`src/sv/pidsr_pkg.sv`:
```
// pidsr_pkg: shared types and constants for the pid speed regulator
// no dependencies; imported by pidsr_mac and pid_speed_regulator
package pidsr_pkg;

  localparam int GAIN_W     = 16;
  localparam int DIGIT_W    = 4;
  localparam int NUM_DIGITS = GAIN_W / DIGIT_W;
  localparam int INTEG_W    = 40;
  // wide enough for ki*integral plus the other two products
  localparam int SUM_W      = 58;
  localparam int DRIVE_W    = 16;
  localparam int CLAMP_W    = 2;
  localparam int REG_IDX_W  = 2;

  localparam logic [DRIVE_W-1:0] DRIVE_MAX = 16'hFF00;

  localparam logic [INTEG_W-1:0] INTEG_MAX = {1'b0, {(INTEG_W-1){1'b1}}};
  localparam logic [INTEG_W-1:0] INTEG_MIN = {1'b1, {(INTEG_W-1){1'b0}}};

  localparam logic [CLAMP_W-1:0] CLAMP_NONE = 2'd0;
  localparam logic [CLAMP_W-1:0] CLAMP_HIGH = 2'd1;
  localparam logic [CLAMP_W-1:0] CLAMP_LOW  = 2'd2;

  localparam logic [REG_IDX_W-1:0] REG_KP         = 2'd0;
  localparam logic [REG_IDX_W-1:0] REG_KI         = 2'd1;
  localparam logic [REG_IDX_W-1:0] REG_KD_OVER_DT = 2'd2;
  localparam logic [REG_IDX_W-1:0] REG_PERIOD_DT  = 2'd3;

  localparam logic [GAIN_W-1:0] KP_RESET         = 16'd4096;
  localparam logic [GAIN_W-1:0] KI_RESET         = 16'd410;
  localparam logic [GAIN_W-1:0] KD_OVER_DT_RESET = 16'd410;
  localparam logic [GAIN_W-1:0] PERIOD_DT_RESET  = 16'd410;

  typedef struct packed {
    logic start;
    logic clear;
  } mac_cmd_t;

endpackage

```
`src/sv/pidsr_mac.sv`:
```
// pidsr_mac: digit-serial multiply-accumulate, one 4-bit gain digit per cycle
// depends on pidsr_pkg
module pidsr_mac import pidsr_pkg::*; (
  input  logic                    clk,
  input  logic                    rst,
  input  mac_cmd_t                cmd,
  input  logic signed [SUM_W-1:0] operand,
  input  logic [GAIN_W-1:0]       gain,
  output logic signed [SUM_W-1:0] acc,
  output logic                    done
);

  localparam int CNT_W = $clog2(NUM_DIGITS + 1);

  logic signed [SUM_W-1:0] mcand;
  logic [GAIN_W-1:0]       mplier;
  logic [CNT_W-1:0]        count;
  logic signed [SUM_W-1:0] partial;

  // signed multiplicand times one unsigned digit
  assign partial = SUM_W'(mcand * $signed({1'b0, mplier[DIGIT_W-1:0]}));

  always_ff @(posedge clk) begin
    if (rst) begin
      count <= '0;
      done  <= 1'b0;
    end else if (cmd.start) begin
      mcand  <= operand;
      mplier <= gain;
      count  <= CNT_W'(NUM_DIGITS);
      done   <= 1'b0;
      if (cmd.clear) begin
        acc <= '0;
      end
    end else if (count != '0) begin
      acc    <= acc + partial;
      mcand  <= mcand <<< DIGIT_W;
      mplier <= mplier >> DIGIT_W;
      count  <= count - 1'b1;
      done   <= (count == CNT_W'(1));
    end else begin
      done <= 1'b0;
    end
  end

  a_start_idle: assert property (@(posedge clk) disable iff (rst)
    cmd.start |-> (count == '0))
    else $error("mac started while a product was still running");

  a_done_after_last: assert property (@(posedge clk) disable iff (rst)
    done |-> (count == '0) && ($past(count) == CNT_W'(1)))
    else $error("mac done without finishing the last digit");

  a_done_pulse: assert property (@(posedge clk) disable iff (rst)
    done |=> !done)
    else $error("mac done held longer than one cycle");

endmodule

```
`src/sv/pid_speed_regulator.sv`:
```
// pid_speed_regulator: fixed-point pid speed controller with anti-windup
// depends on pidsr_pkg and pidsr_mac
//
//   channel  handshake              payload
//   in       in_valid / in_stall    target_value, measured_value, run_enable
//   out      out_valid / out_stall  drive, clamp_state
//   cfg      cfg_write              cfg_index, cfg_data
//
// an enabled item runs four products through one shared mac, four gain digits
// each, between load and handoff steps, before the next item is accepted. a
// disabled item gives no result.
// rst is synchronous and restores the gains and clears integral and previous error.
// a stalled result waits in the output register; the next item is taken
// meanwhile and only its final step waits for the register to free up.
module pid_speed_regulator import pidsr_pkg::*; #(
  parameter int VALUE_WIDTH    = 24,
  parameter int GAIN_FRAC_BITS = 12
) (
  input  logic                   clk,
  input  logic                   rst,
  input  logic                   in_valid,
  output logic                   in_stall,
  input  logic [VALUE_WIDTH-1:0] target_value,
  input  logic [VALUE_WIDTH-1:0] measured_value,
  input  logic                   run_enable,
  output logic                   out_valid,
  input  logic                   out_stall,
  output logic [DRIVE_W-1:0]     drive,
  output logic [CLAMP_W-1:0]     clamp_state,
  input  logic                   cfg_write,
  input  logic [REG_IDX_W-1:0]   cfg_index,
  input  logic [GAIN_W-1:0]      cfg_data
);

  localparam int ERR_W  = VALUE_WIDTH + 1;
  localparam int DIFF_W = VALUE_WIDTH + 2;

  typedef enum logic [2:0] {
    S_IDLE, S_DT, S_CAND, S_KP, S_KI, S_KD, S_FINAL
  } state_t;

  state_t state;

  logic [GAIN_W-1:0] kp;
  logic [GAIN_W-1:0] ki;
  logic [GAIN_W-1:0] kd_over_dt;
  logic [GAIN_W-1:0] period_dt;

  logic signed [INTEG_W-1:0] integral_sum;
  logic signed [ERR_W-1:0]   previous_error;
  logic signed [ERR_W-1:0]   err;
  logic signed [INTEG_W-1:0] cand;

  mac_cmd_t                mac_cmd;
  logic signed [SUM_W-1:0] mac_operand;
  logic [GAIN_W-1:0]       mac_gain;
  logic signed [SUM_W-1:0] mac_acc;
  logic                    mac_done;

  logic signed [ERR_W-1:0]   err_in;
  logic signed [DIFF_W-1:0]  err_diff;
  logic signed [SUM_W-1:0]   scaled;
  logic signed [SUM_W-1:0]   cand_sum;
  logic signed [INTEG_W-1:0] cand_next;
  logic [DRIVE_W-1:0]        drive_next;
  logic [CLAMP_W-1:0]        clamp_next;
  logic                      hold;
  logic                      in_accept;

  assign in_stall  = (state != S_IDLE);
  assign in_accept = in_valid && !in_stall;

  assign err_in = $signed({target_value[VALUE_WIDTH-1], target_value})
                - $signed({measured_value[VALUE_WIDTH-1], measured_value});

  assign err_diff = $signed({err[ERR_W-1], err})
                  - $signed({previous_error[ERR_W-1], previous_error});

  // floor shift of whatever the mac last produced
  assign scaled = mac_acc >>> GAIN_FRAC_BITS;

  // candidate integral with saturation to the integrator width
  assign cand_sum = $signed({{(SUM_W-INTEG_W){integral_sum[INTEG_W-1]}}, integral_sum})
                  + scaled;

  always_comb begin
    if ((&cand_sum[SUM_W-1:INTEG_W-1]) || !(|cand_sum[SUM_W-1:INTEG_W-1])) begin
      cand_next = cand_sum[INTEG_W-1:0];
    end else if (cand_sum[SUM_W-1]) begin
      cand_next = INTEG_MIN;
    end else begin
      cand_next = INTEG_MAX;
    end
  end

  // output clamp and anti-windup decision
  always_comb begin
    priority if (scaled > $signed({{(SUM_W-DRIVE_W){1'b0}}, DRIVE_MAX})) begin
      drive_next = DRIVE_MAX;
      clamp_next = CLAMP_HIGH;
      hold       = !err[ERR_W-1] && (|err);
    end else if (scaled[SUM_W-1]) begin
      drive_next = '0;
      clamp_next = CLAMP_LOW;
      hold       = err[ERR_W-1];
    end else begin
      drive_next = scaled[DRIVE_W-1:0];
      clamp_next = CLAMP_NONE;
      hold       = 1'b0;
    end
  end

  always_ff @(posedge clk) begin
    if (rst) begin
      kp         <= KP_RESET;
      ki         <= KI_RESET;
      kd_over_dt <= KD_OVER_DT_RESET;
      period_dt  <= PERIOD_DT_RESET;
    end else if (cfg_write) begin
      unique case (cfg_index)
        REG_KP:         kp         <= cfg_data;
        REG_KI:         ki         <= cfg_data;
        REG_KD_OVER_DT: kd_over_dt <= cfg_data;
        REG_PERIOD_DT:  period_dt  <= cfg_data;
      endcase
    end
  end

  always_ff @(posedge clk) begin
    if (rst) begin
      state          <= S_IDLE;
      out_valid      <= 1'b0;
      mac_cmd        <= '0;
      integral_sum   <= '0;
      previous_error <= '0;
    end else begin
      // the final step reloads the register itself when it frees up
      if (out_valid && !out_stall && state != S_FINAL) begin
        out_valid <= 1'b0;
      end
      unique case (state)
        S_IDLE: begin
          if (in_accept) begin
            err <= err_in;
            if (run_enable) begin
              mac_cmd     <= '{start: 1'b1, clear: 1'b1};
              mac_operand <= SUM_W'(err_in);
              mac_gain    <= period_dt;
              state       <= S_DT;
            end else begin
              integral_sum   <= '0;
              previous_error <= err_in;
            end
          end
        end
        S_DT: begin
          mac_cmd.start <= 1'b0;
          if (mac_done) begin
            state <= S_CAND;
          end
        end
        S_CAND: begin
          cand        <= cand_next;
          mac_cmd     <= '{start: 1'b1, clear: 1'b1};
          mac_operand <= SUM_W'(err);
          mac_gain    <= kp;
          state       <= S_KP;
        end
        S_KP: begin
          if (mac_done) begin
            mac_cmd     <= '{start: 1'b1, clear: 1'b0};
            mac_operand <= SUM_W'(cand);
            mac_gain    <= ki;
            state       <= S_KI;
          end else begin
            mac_cmd.start <= 1'b0;
          end
        end
        S_KI: begin
          if (mac_done) begin
            mac_cmd     <= '{start: 1'b1, clear: 1'b0};
            mac_operand <= SUM_W'(err_diff);
            mac_gain    <= kd_over_dt;
            state       <= S_KD;
          end else begin
            mac_cmd.start <= 1'b0;
          end
        end
        S_KD: begin
          mac_cmd.start <= 1'b0;
          if (mac_done) begin
            state <= S_FINAL;
          end
        end
        S_FINAL: begin
          // wait until the previous result has left the output register
          if (!out_valid || !out_stall) begin
            out_valid      <= 1'b1;
            drive          <= drive_next;
            clamp_state    <= clamp_next;
            integral_sum   <= hold ? integral_sum : cand;
            previous_error <= err;
            state          <= S_IDLE;
          end
        end
        default: state <= S_IDLE;
      endcase
    end
  end

  pidsr_mac u_mac (
    .clk     (clk),
    .rst     (rst),
    .cmd     (mac_cmd),
    .operand (mac_operand),
    .gain    (mac_gain),
    .acc     (mac_acc),
    .done    (mac_done)
  );

  a_result_from_final: assert property (@(posedge clk) disable iff (rst)
    $rose(out_valid) |-> ($past(state) == S_FINAL))
    else $error("result raised outside the final step");

  a_drive_range: assert property (@(posedge clk) disable iff (rst)
    out_valid |-> (drive <= DRIVE_MAX) && (clamp_state != 2'd3))
    else $error("drive or clamp state out of range");

  a_clamp_high_drive: assert property (@(posedge clk) disable iff (rst)
    (out_valid && clamp_state == CLAMP_HIGH) |-> (drive == DRIVE_MAX))
    else $error("high clamp without full drive");

  a_disabled_clears: assert property (@(posedge clk) disable iff (rst)
    (in_accept && !run_enable) |=> (integral_sum == '0) && (state == S_IDLE))
    else $error("disabled item did not clear the integral");

endmodule
```
`config.mk`:
```
export PLATFORM = sky130hd
export DESIGN_NAME = pid_speed_regulator
export DESIGN_NICKNAME = d
export VERILOG_FILES = /design/src/sv/pidsr_pkg.sv /design/src/sv/pidsr_mac.sv /design/src/sv/pid_speed_regulator.sv
export SDC_FILE = /design/constraint.sdc
export NUM_CORES = 1
export LEC_CHECK = 0
export BUFFER_PORTS_ARGS = -buffer_cell sky130_fd_sc_hd__buf_2
export CAP_MARGIN = 5
export CORE_UTILIZATION = 50
export DETAILED_ROUTE_END_ITERATION = 6
export PLACE_DENSITY = 0.65
export SETUP_SLACK_MARGIN = 0.05
export SLEW_MARGIN = 20
export SYNTH_ARGS = -nofsm -noshare
export SYNTH_HDL_FRONTEND = slang
export SYNTH_SLANG_ARGS = --single-unit
```
`constraint.sdc`:
```
create_clock -name clk -period 9.3 [get_ports clk]
set_clock_uncertainty 0.15 [all_clocks]
set_input_delay 1.86 -clock clk [delete_from_list [all_inputs] [get_ports clk]]
set_output_delay 1.86 -clock clk [all_outputs]
set_load 0.03 [all_outputs]
```
[After elaboration in Yosys (flattened, before gate mapping)]
Index checks and enable logic that the tools add are counted.
Operators by class
  add/sub/neg operators: 5
  multipliers: 1
  $lt $le $gt $ge: 1
  equal/unequal tests: 22
  muxes and demuxes: 51
  bitwise gates (word level): 2
  reductions and logical operators: 43
Operator list (count)
  $mux 58: 9
  $mux 40: 6
  $pmux 58 s4: 1
  $mux 16: 7
  $pmux 40 s2: 1
  $mux 25: 3
  $pmux 16 s4: 1
  $add 58x58->58: 1
  $mul 58x5->58: 1
  $pmux 25 s2: 1
  $add 40x46->47: 1
  $gt 46x17->1 const B: 1
  $mux 3: 9
  $sub 25x25->26: 1
  $reduce_or 25->1: 1
  $sub 24x24->25: 1
  $pmux 3 s7: 1
  $reduce_and 19->1: 1
  $reduce_or 19->1: 1
  $ne 2x2->1 const B: 6
  $reduce_and 2->1: 6
  $reduce_and 3->1: 4
  $ne 2x1->1 const B: 5
  $eq 3x3->1 const B: 3
  25 further kinds: 53
Word-level totals
  flip-flop bits (word level): 428
  input port bits: 72
  output and inout port bits: 20
  word-level logic and storage cells: 148

[Longest topological paths before layout]
Gate-level depths: netlist of the first run.
  depth after elaboration: 6
  gate-level depth with buffers: 22
  depth with buffers taken out: 19

[By module]
Synthesis of the first run repeated with hierarchy kept, for this count alone.
Unflattened totals
  cells, all modules: 3472
  area, all modules: 31707.9 µm²
By module, submodules not included
  pid_speed_regulator: times used 1, cells each 1892, area each 16663.5 µm², sequential area each 6876.6 µm²
  pidsr_mac: times used 1, cells each 1580, area each 15044.4 µm², sequential area each 4043.9 µm²

[Least setup slack after synthesis of the first run]
OpenSTA, ideal clock, no wires.
  path kind: input -> register
  start point: input rst
  end point: register u_mac.acc[0], enable pin
  library setup time: 561 ps
  arrival: 6572 ps
  data required time: 8589 ps
  path slack: 2017 ps
  stages on the path: 3
  path buffers: 2
  cells stage by stage: clkbuf_1 -> clkbuf_1 -> a211oi_1
Between the ends
  longest elaborated chain between the ends: 2
Ends and longest elaborated chain
  start: declaration: RTL line pid_speed_regulator.sv:20  | input logic rst,
  $not 1->1 (no source line)
  $reduce_and 3->1 (no source line)
  end signal: assignment: RTL line pidsr_mac.sv:36  | acc <= acc + partial;
  end: declaration: RTL line pidsr_mac.sv:9  | output logic signed [SUM_W-1:0] acc,
Every way passes these cells.
A chain may end at the register's enable or synchronous reset.

[Worst setup path in the final report of the first run]
  start point: register u_mac.mplier[1]
  end point: register u_mac.acc[54], data pin
Between the ends
  longest elaborated chain between the ends: 4
Ends and longest elaborated chain
  start: declaration: RTL line pidsr_mac.sv:16  | logic [GAIN_W-1:0] mplier;
  start signal: assignment: RTL line pidsr_mac.sv:29  | mplier <= gain;
  start signal: assignment: RTL line pidsr_mac.sv:38  | mplier <= mplier >> DIGIT_W;
  $mul 58x5->58: RTL line pidsr_mac.sv:21  | assign partial = SUM_W'(mcand * $signed({1'b0, mplier[DIGIT_W-1:0]}));
  $add 58x58->58: RTL line pidsr_mac.sv:36
  $mux 58: RTL line pidsr_mac.sv:35  | end else if (count != '0) begin
  $mux 58: RTL line pidsr_mac.sv:27  | end else if (cmd.start) begin
Every way passes these cells. The select of a mux whose other input is x is not followed.

==> results of run 1 <==
registers in the layout, indices dropped and copies added (netlist names):
name	flops
u_mac.acc	58
u_mac.mcand	58
cand	40
integral_sum	40
mac_operand	40
err	25
previous_error	25
drive	16
kd_over_dt	16
ki	16
kp	16
mac_gain	16
period_dt	16
u_mac.mplier	16
state	3
u_mac.count	3
clamp_state	2
mac_cmd	2
out_valid	1
u_mac.done	1
cell families (layout without fill, tap and decap cells):
| group | Yosys count | in the layout | share of synthesized area |
|---|---|---|---|
| flops | 410 | 410 | 0.353 |
| xor+xnor | 141 | 141 | 0.0399 |
| compound gates | 721 | 721 | 0.147 |
| simple gates | 1077 | 1077 | 0.163 |
| buf+inv | 576 | 621 | 0.0709 |
| mux | 94 | 94 | 0.0324 |
| other cells | 0 | 1 | 0 |
| fa+ha+maj | 379 | 379 | 0.194 |
cells in the final DEF (no fill, tap or decap), types with 11 or more instances in the layout:
cell and instances:
a211oi_1 16, a21o_1 69, a21oi_1 299, a221o_1 19, a311oi_1 17, a31oi_1 17, and2_1 140, and3_1 23
buf_2 90, buf_4 30, clkbuf_1 16, clkbuf_16 47, dfxtp_1 137, edfxtp_1 271, fa_1 167, ha_1 212
inv_1 415, mux2_2 48, mux2i_1 45, nand2_1 449, nand2b_1 20, nand3_1 74, nand3b_1 20, nand4_1 34
nor2_1 196, nor2b_1 19, nor3_1 27, nor4_1 34, o211ai_1 18, o21a_1 17, o21ai_0 119, o21bai_1 26
or3_1 11, xnor2_1 80, xor2_1 61
synth_stat cells, types with 5 or more instances:
library cell and count:
a21boi_0 6, nor4_1 34, and3_1 23, nand2_1 449, a311oi_1 17, nand3_1 74
a221oi_1 9, dfxtp_1 139, buf_1 12, o211ai_1 18, inv_1 415, o31ai_1 8
a2111oi_0 5, nand3b_1 20, o21a_1 17, or2_2 5, or3_1 11, o221ai_1 7
edfxtp_1 271, nor3_1 29, nor2_1 201, xnor2_1 80, and2_1 140, nor3b_1 6
clkbuf_1 142, nand4_1 34, a21oi_1 299, mux2i_1 45, a21o_1 69, a31oi_1 17
ha_1 212, mux2_2 48, o21bai_1 26, a21oi_2 10, a211oi_1 18, o21ai_0 119
fa_1 167, o22ai_1 6, a221o_1 19, nor2b_1 22, o21ai_1 7, xor2_1 61
nand2b_1 20
area by class of cell:
class	count	area share
Tap cell	782	0.0292
Antenna cell	1	0.0000746
Clock buffer	66	0.0381
Timing Repair Buffer	120	0.0201
Multi-Input combinational cell	2412	0.534
Inverter	415	0.0464
Clock inverter	20	0.00675
Sequential cell	410	0.326
routing by layer:
| metal | share of wire | track usage | vias to the layer above |
|---|---|---|---|
| li1 | - | - | 11600 |
| met1 | 0.46 | 0.375 | 11700 |
| met2 | 0.46 | 0.426 | 788 |
| met3 | 0.064 | 0.0319 | 98 |
| met4 | 0.018 | 0.0613 | 0 |
| met5 | 0 | 0 | - |
worst max-delay path: cells and delay by family, from the launching register on:
kind	cells	cell delay (ns)
adder cells (fa/ha/maj)	4	1.94
flip-flops	1	0.76
AO/OA/AOI/OAI	9	2.44
XOR/XNOR	1	0.17
AND/OR/NAND/NOR	2	0.19
buffers and inverters	4	0.68
stage by stage:
step,setup WS [ns],util,hold WS (ns)
2_1_floorplan,2.02,-,0.282
3_5_place_dp,2.74,0.528,0.296
6_report,2.66,0.553,0.304
4_1_cts,2.70,0.552,0.304
5_1_grt,2.38,0.553,0.317
3_3_place_gp,2.80,0.528,0.291
worst paths after layout:
kind	depth (start not counted)	endpoint	slack, ns
max	20	u_mac.acc[54]	2.66
min	2	kp[3]	0.30
max reg2reg	20	u_mac.acc[54]	2.66
min reg2reg	2	kp[3]	0.30
==> impl_results.md, run 1 <==
- Status: finished clean
- Post-DR wirelength/cell: 19.4 um
- Final worst path period need: 6.64 ns
- Clock H-tree levels: 2
- Number of global-route vias before repair: 24,300
- Fin cells: ~4,200
- Max_cap viols: 0
- Post-cts sizing count: 0
- Postcts setup bufs: 0
- Gate Count Post-Synth: 3,398
- WP data required: 9.48 ns
- Worst-Skew Late Latency: approximately 0.60 ns
- Register area: 10,900 um^2
- Die H: 251 um
- Core footprint: 60,700 um^2
- # clock sinks: 410
- GP Congestion: 0.922
- Asr flop ratio synth: 0
- Final HPWL from detailed placement: 60,600 um
- First-pass iteration count of the detailed router: 5
- Clock transition at the registers of the reported paths: 0.06 ns
- Rows: 90
- Slowest CP cell: edfxtp_1
- Final setup viols: 0
- Number of buffers created by CTS: 46
- Worst R2R Start: u_mac.mplier[1]
- Placed cell count: 4,139
- Root Driver: clkbuf_16
- Maximum fanout along the worst path: 41
- Final nets: 3,856
- Final period util: 0.714
- Synth Cell Area: roughly 31,000 um^2
- CP max stage delay: 0.76 ns
- Die W: 251 um
- CTS max path bufs: 3
- HP Start: kp[3]
- Max Clock Freq: 151 MHz
- Post-DRT Antenna Nets: 0
- Post-CTS Hold Buffers: 0
- CTS tree: built
- Slew @ Worst Pin: 1.10 ns
- IO Pins: between 90 and 100
- Arrival time at the worst endpoint: ~6.8 ns
- RSZ-0062 raised after global routing: no
- GRT Overall Usage: 0.263
- Fillers: 5,421
- Number of port buffers: 91
- Final Cell Area: 33,500 um^2
- Synth area leaders: edfxtp_1 26%, fa_1 11%, dfxtp_1 9.0%
- Slew headroom: 0.264
- Initial cell density of the core: 0.510
- Share of cells above drive strength 1: 0.0836
- Synthesis-stage register bit count: just over 400
- Distinct cells, synth: 77
- Yosys warns: 0
- Detailed-route DRC error count: 0
- Setup crit start kind: register
- Share of the synthesized area in the top cell type: 0.263
- Setup TNS: 0 ns
- Synth area leader: edfxtp_1
- Routed via count: approximately 24,000
- Worst min-delay path category: register to register
- Largest net degree at the start of global routing: between 100 and 150
- Critical path origin: u_mac.mplier[1]
- Die area: ~63,000 um^2
- Crit path cell chain: buf_4, nand2_1, fa_1, inv_1, fa_1, inv_1, fa_1, inv_1, ha_1, a21o_1, a21o_1, a21o_1, a311o_1, o21bai_1, a31oi_1, a211oi_1, a31oi_1, a311oi_1, xor2_1, nor2_1
- Placed Area: between 30,000 and 40,000 um^2
- Congestion Overflow GR: 0
- Via density: 5.73
- Syn_nets: 3,849
- Post-synth EDFFs: 271
- Kind of critical path: register to register
- First-pass GRT wire length: 132,000 um
- Initial DRC Count: around 1,900
- Dominant synthesized flop cell: edfxtp_1
- Area Overhead vs Synth: 8.45%
- Sequential area share after synthesis: 0.353
- Endpoints failing hold: 0
- Final Max Slew Viols: 0
- Multi-input gate area: about 18,000 um^2
- Mean Syn Cell Area: 9.10 um^2
- Critical Path End Type: register
- Initial antenna violation count: 1
- Routed Wire Length: 81,900 um
Power of run 1 is not shown: default switching activity piles up to over one toggle a cycle in this logic, so the estimate is an artifact.
==> run 2, diff against run 1 <==
- PLACE_DENSITY: 0.65 -> 0.68
- clock period: 9.3 -> 5.7 ns (I/O delays scaled with it)
==> impl_results.md, run 2 (synthesis results as in run 1) <==
- Final core utilization: 0.557 (was 0.553)
- Slew headroom: 0.272 (was 0.264)
- Setup crit start kind: register (unchanged)
- Worst min-delay path category: register to register (unchanged)
- Routed via count: 23,900 (was 24,200)
- Maximum fanout along the worst path: 23 (was 41)
- Final HPWL from detailed placement: 58,100 um (was 60,600 um)
- Most frequent cells in the layout: 449 x nand2_1, 415 x inv_1, 298 x a21oi_1, 271 x edfxtp_1, 211 x ha_1 (was 449 x nand2_1, 415 x inv_1, 299 x a21oi_1, 271 x edfxtp_1, 212 x ha_1)
- Rows: 90 (unchanged)
- Arrival time at the worst endpoint: 5.71 ns (was 6.82 ns)
- Detailed-route DRC error count: 0 (unchanged)
- Status: finished clean (unchanged)
- Slew @ Worst Pin: 1.09 ns (was 1.10 ns)
- Clock transition at the registers of the reported paths: 0.06 ns (about the same)
- Post-CTS Hold Buffers: 0 (unchanged)
- CTS max path bufs: 3 (unchanged)
- CTS tree: built (unchanged)
- Slowest CP cell: fa_1 (was edfxtp_1)
- Worst path most repeated cell: fa_1
- Ant diodes: 0 (was 1)
- Max Clock Freq: 181 MHz (was 151 MHz)
- Clock H-tree levels: 2 (unchanged)
- Final worst path period need: 5.52 ns (was 6.64 ns)
- Number of global-route vias before repair: 22,800 (was 24,300)
- CP top delay family: adder cells (was compound AO/OA/AOI/OAI gates)
- Die area: 62,900 um^2 (unchanged)
- Final period util: 0.969 (was 0.714)
- Leading cell type in the layout, fill and taps excluded: nand2_1 (unchanged)
- Worst-Skew Late Latency: 0.59 ns (was 0.60 ns)
- Routed Wire Length: 78,000 um (was 81,900 um)
- Via density: 5.61 (was 5.73)
- Placed Area: 32,300 um^2 (was 32,000 um^2)
- Kind of critical path: register to register (unchanged)
- Slack of the worst reg-to-reg path: 0.18 ns (was 2.66 ns)
- Final Cell Area: 33,800 um^2 (was 33,500 um^2)
- GP Congestion: 0.906 (was 0.922)
- Final setup viols: 0 (unchanged)
- First-pass iteration count of the detailed router: 5 (unchanged)
- Crit path cell chain: buf_12, nand2_1, fa_1, fa_1, fa_1, inv_1, ha_1, a21o_1, a21o_1, a211oi_2, nor4_1, or2_1, a2111o_1, a211o_1, nand3_1, nand2b_1, a21boi_1, mux2_1 (was buf_4, nand2_1, fa_1, inv_1, fa_1, inv_1, fa_1, inv_1, ha_1, a21o_1, a21o_1, a21o_1, a311o_1, o21bai_1, a31oi_1, a211oi_1, a31oi_1, a311oi_1, xor2_1, nor2_1)
- Top Registers: u_mac.acc x58, u_mac.mcand x58 (unchanged)
- Final nets: 3,888 (was 3,856)
- Congestion Overflow GR: 0 (unchanged)
- Max_cap viols: 0 (unchanged)
- Post-DRT Antenna Nets: 0 (unchanged)
- Bufs and invs on worst path: 2 (was 4)
- GRT Overall Usage: 0.249 (was 0.263)
- Final Max Slew Viols: 0 (unchanged)
- Initial cell density of the core: 0.510 (unchanged)
- Largest net degree at the start of global routing: 73 (was 104)
- Critical Path End Type: register (unchanged)
- First-pass GRT wire length: 125,000 um (was 132,000 um)
- WP data required: 5.88 ns (was 9.48 ns)
- Root Driver: clkbuf_16 (unchanged)
- Initial DRC Count: 1,933 (was 1,889)
- Number of buffers created by CTS: 45 (was 46)
- # clock sinks: 410 (unchanged)
- Die H: 251 um (unchanged)
- CP max stage delay: 0.54 ns (was 0.76 ns)
- RSZ-0062 raised after global routing: yes (was no)
- Core footprint: 60,700 um^2 (unchanged)
- Endpoints failing hold: 0 (unchanged)
- Post-DR wirelength/cell: 18.3 um (was 19.4 um)
- Number of port buffers: 91 (unchanged)
- Share of cells above drive strength 1: 0.0942 (was 0.0836)
- Initial antenna violation count: 0 (was 1)
- Area Overhead vs Synth: 9.37% (was 8.45%)
- IO Pins: 92 (unchanged)
- Setup TNS: 0 ns (unchanged)
- Die W: 251 um (unchanged)
-- run 2: cell count changes in the layout (fill, tap and decap cells not counted), moves of 2 or more --
| cell | before | now |
|---|---|---|
| clkinv_2 | 6 | 9 |
| clkinv_1 | 3 | 1 |
| clkinvlp_4 | 4 | 2 |
| buf_4 | 30 | 59 |
| buf_12 | 0 | 4 |
| clkbuf_1 | 16 | 12 |
| clkbuf_8 | 3 | 8 |
-- run 2: final timing paths --
kind,cells past startpoint,from,to
worst min-delay path,2,kp[3],kp[3]
worst min register to register,2,kp[3],kp[3]
worst max-delay path,18,u_mac.mplier[1],u_mac.acc[52]
worst max register to register,18,u_mac.mplier[1],u_mac.acc[52]
-- run 2: what timing repair did --
action / 4_1_cts / 5_1_grt
buffers inserted: 0 / 0
resized for setup: 0 / 6
endpoints found under the setup margin: 0 / 6
-- run 2: routing by layer --
metal / vias up / global-route usage / part of all wire
met3: 111 / 0.0285 / 0.058
met2: 703 / 0.387 / 0.44
met1: 11400 / 0.369 / 0.48
met4: 0 / 0.0613 / 0.023
li1: 11700 / - / -
met5: - / 0 / 0
-- run 2: per-stage QoR --
stage / cells / hold slack, ns / setup slack (ns)
final: 4255 / 0.304 / 0.176
after global placement: 4172 / 0.291 / 0.191
after global routing: 4255 / 0.320 / -0.00611
after detailed placement: 4172 / 0.296 / 0.105
after floorplan: 3398 / 0.282 / 0.193
after CTS: 4255 / 0.305 / 0.0804
-- run 2: area by class of cell --
class,instances,area (um^2)
multi-input combinational,2412,17900
timing repair buffer,153,973
inverter,415,1560
clock inverter,17,155
tap,782,978
fill,5375,26900
clock buffer,66,1310
sequential,410,10900
-- run 2: tightest hold or removal path: stages (launching register included) --
cell     delay, ns
dfxtp_1       0.31
nand2_1       0.05
a21oi_1       0.05
Power of run 2 is left out for the same reason.
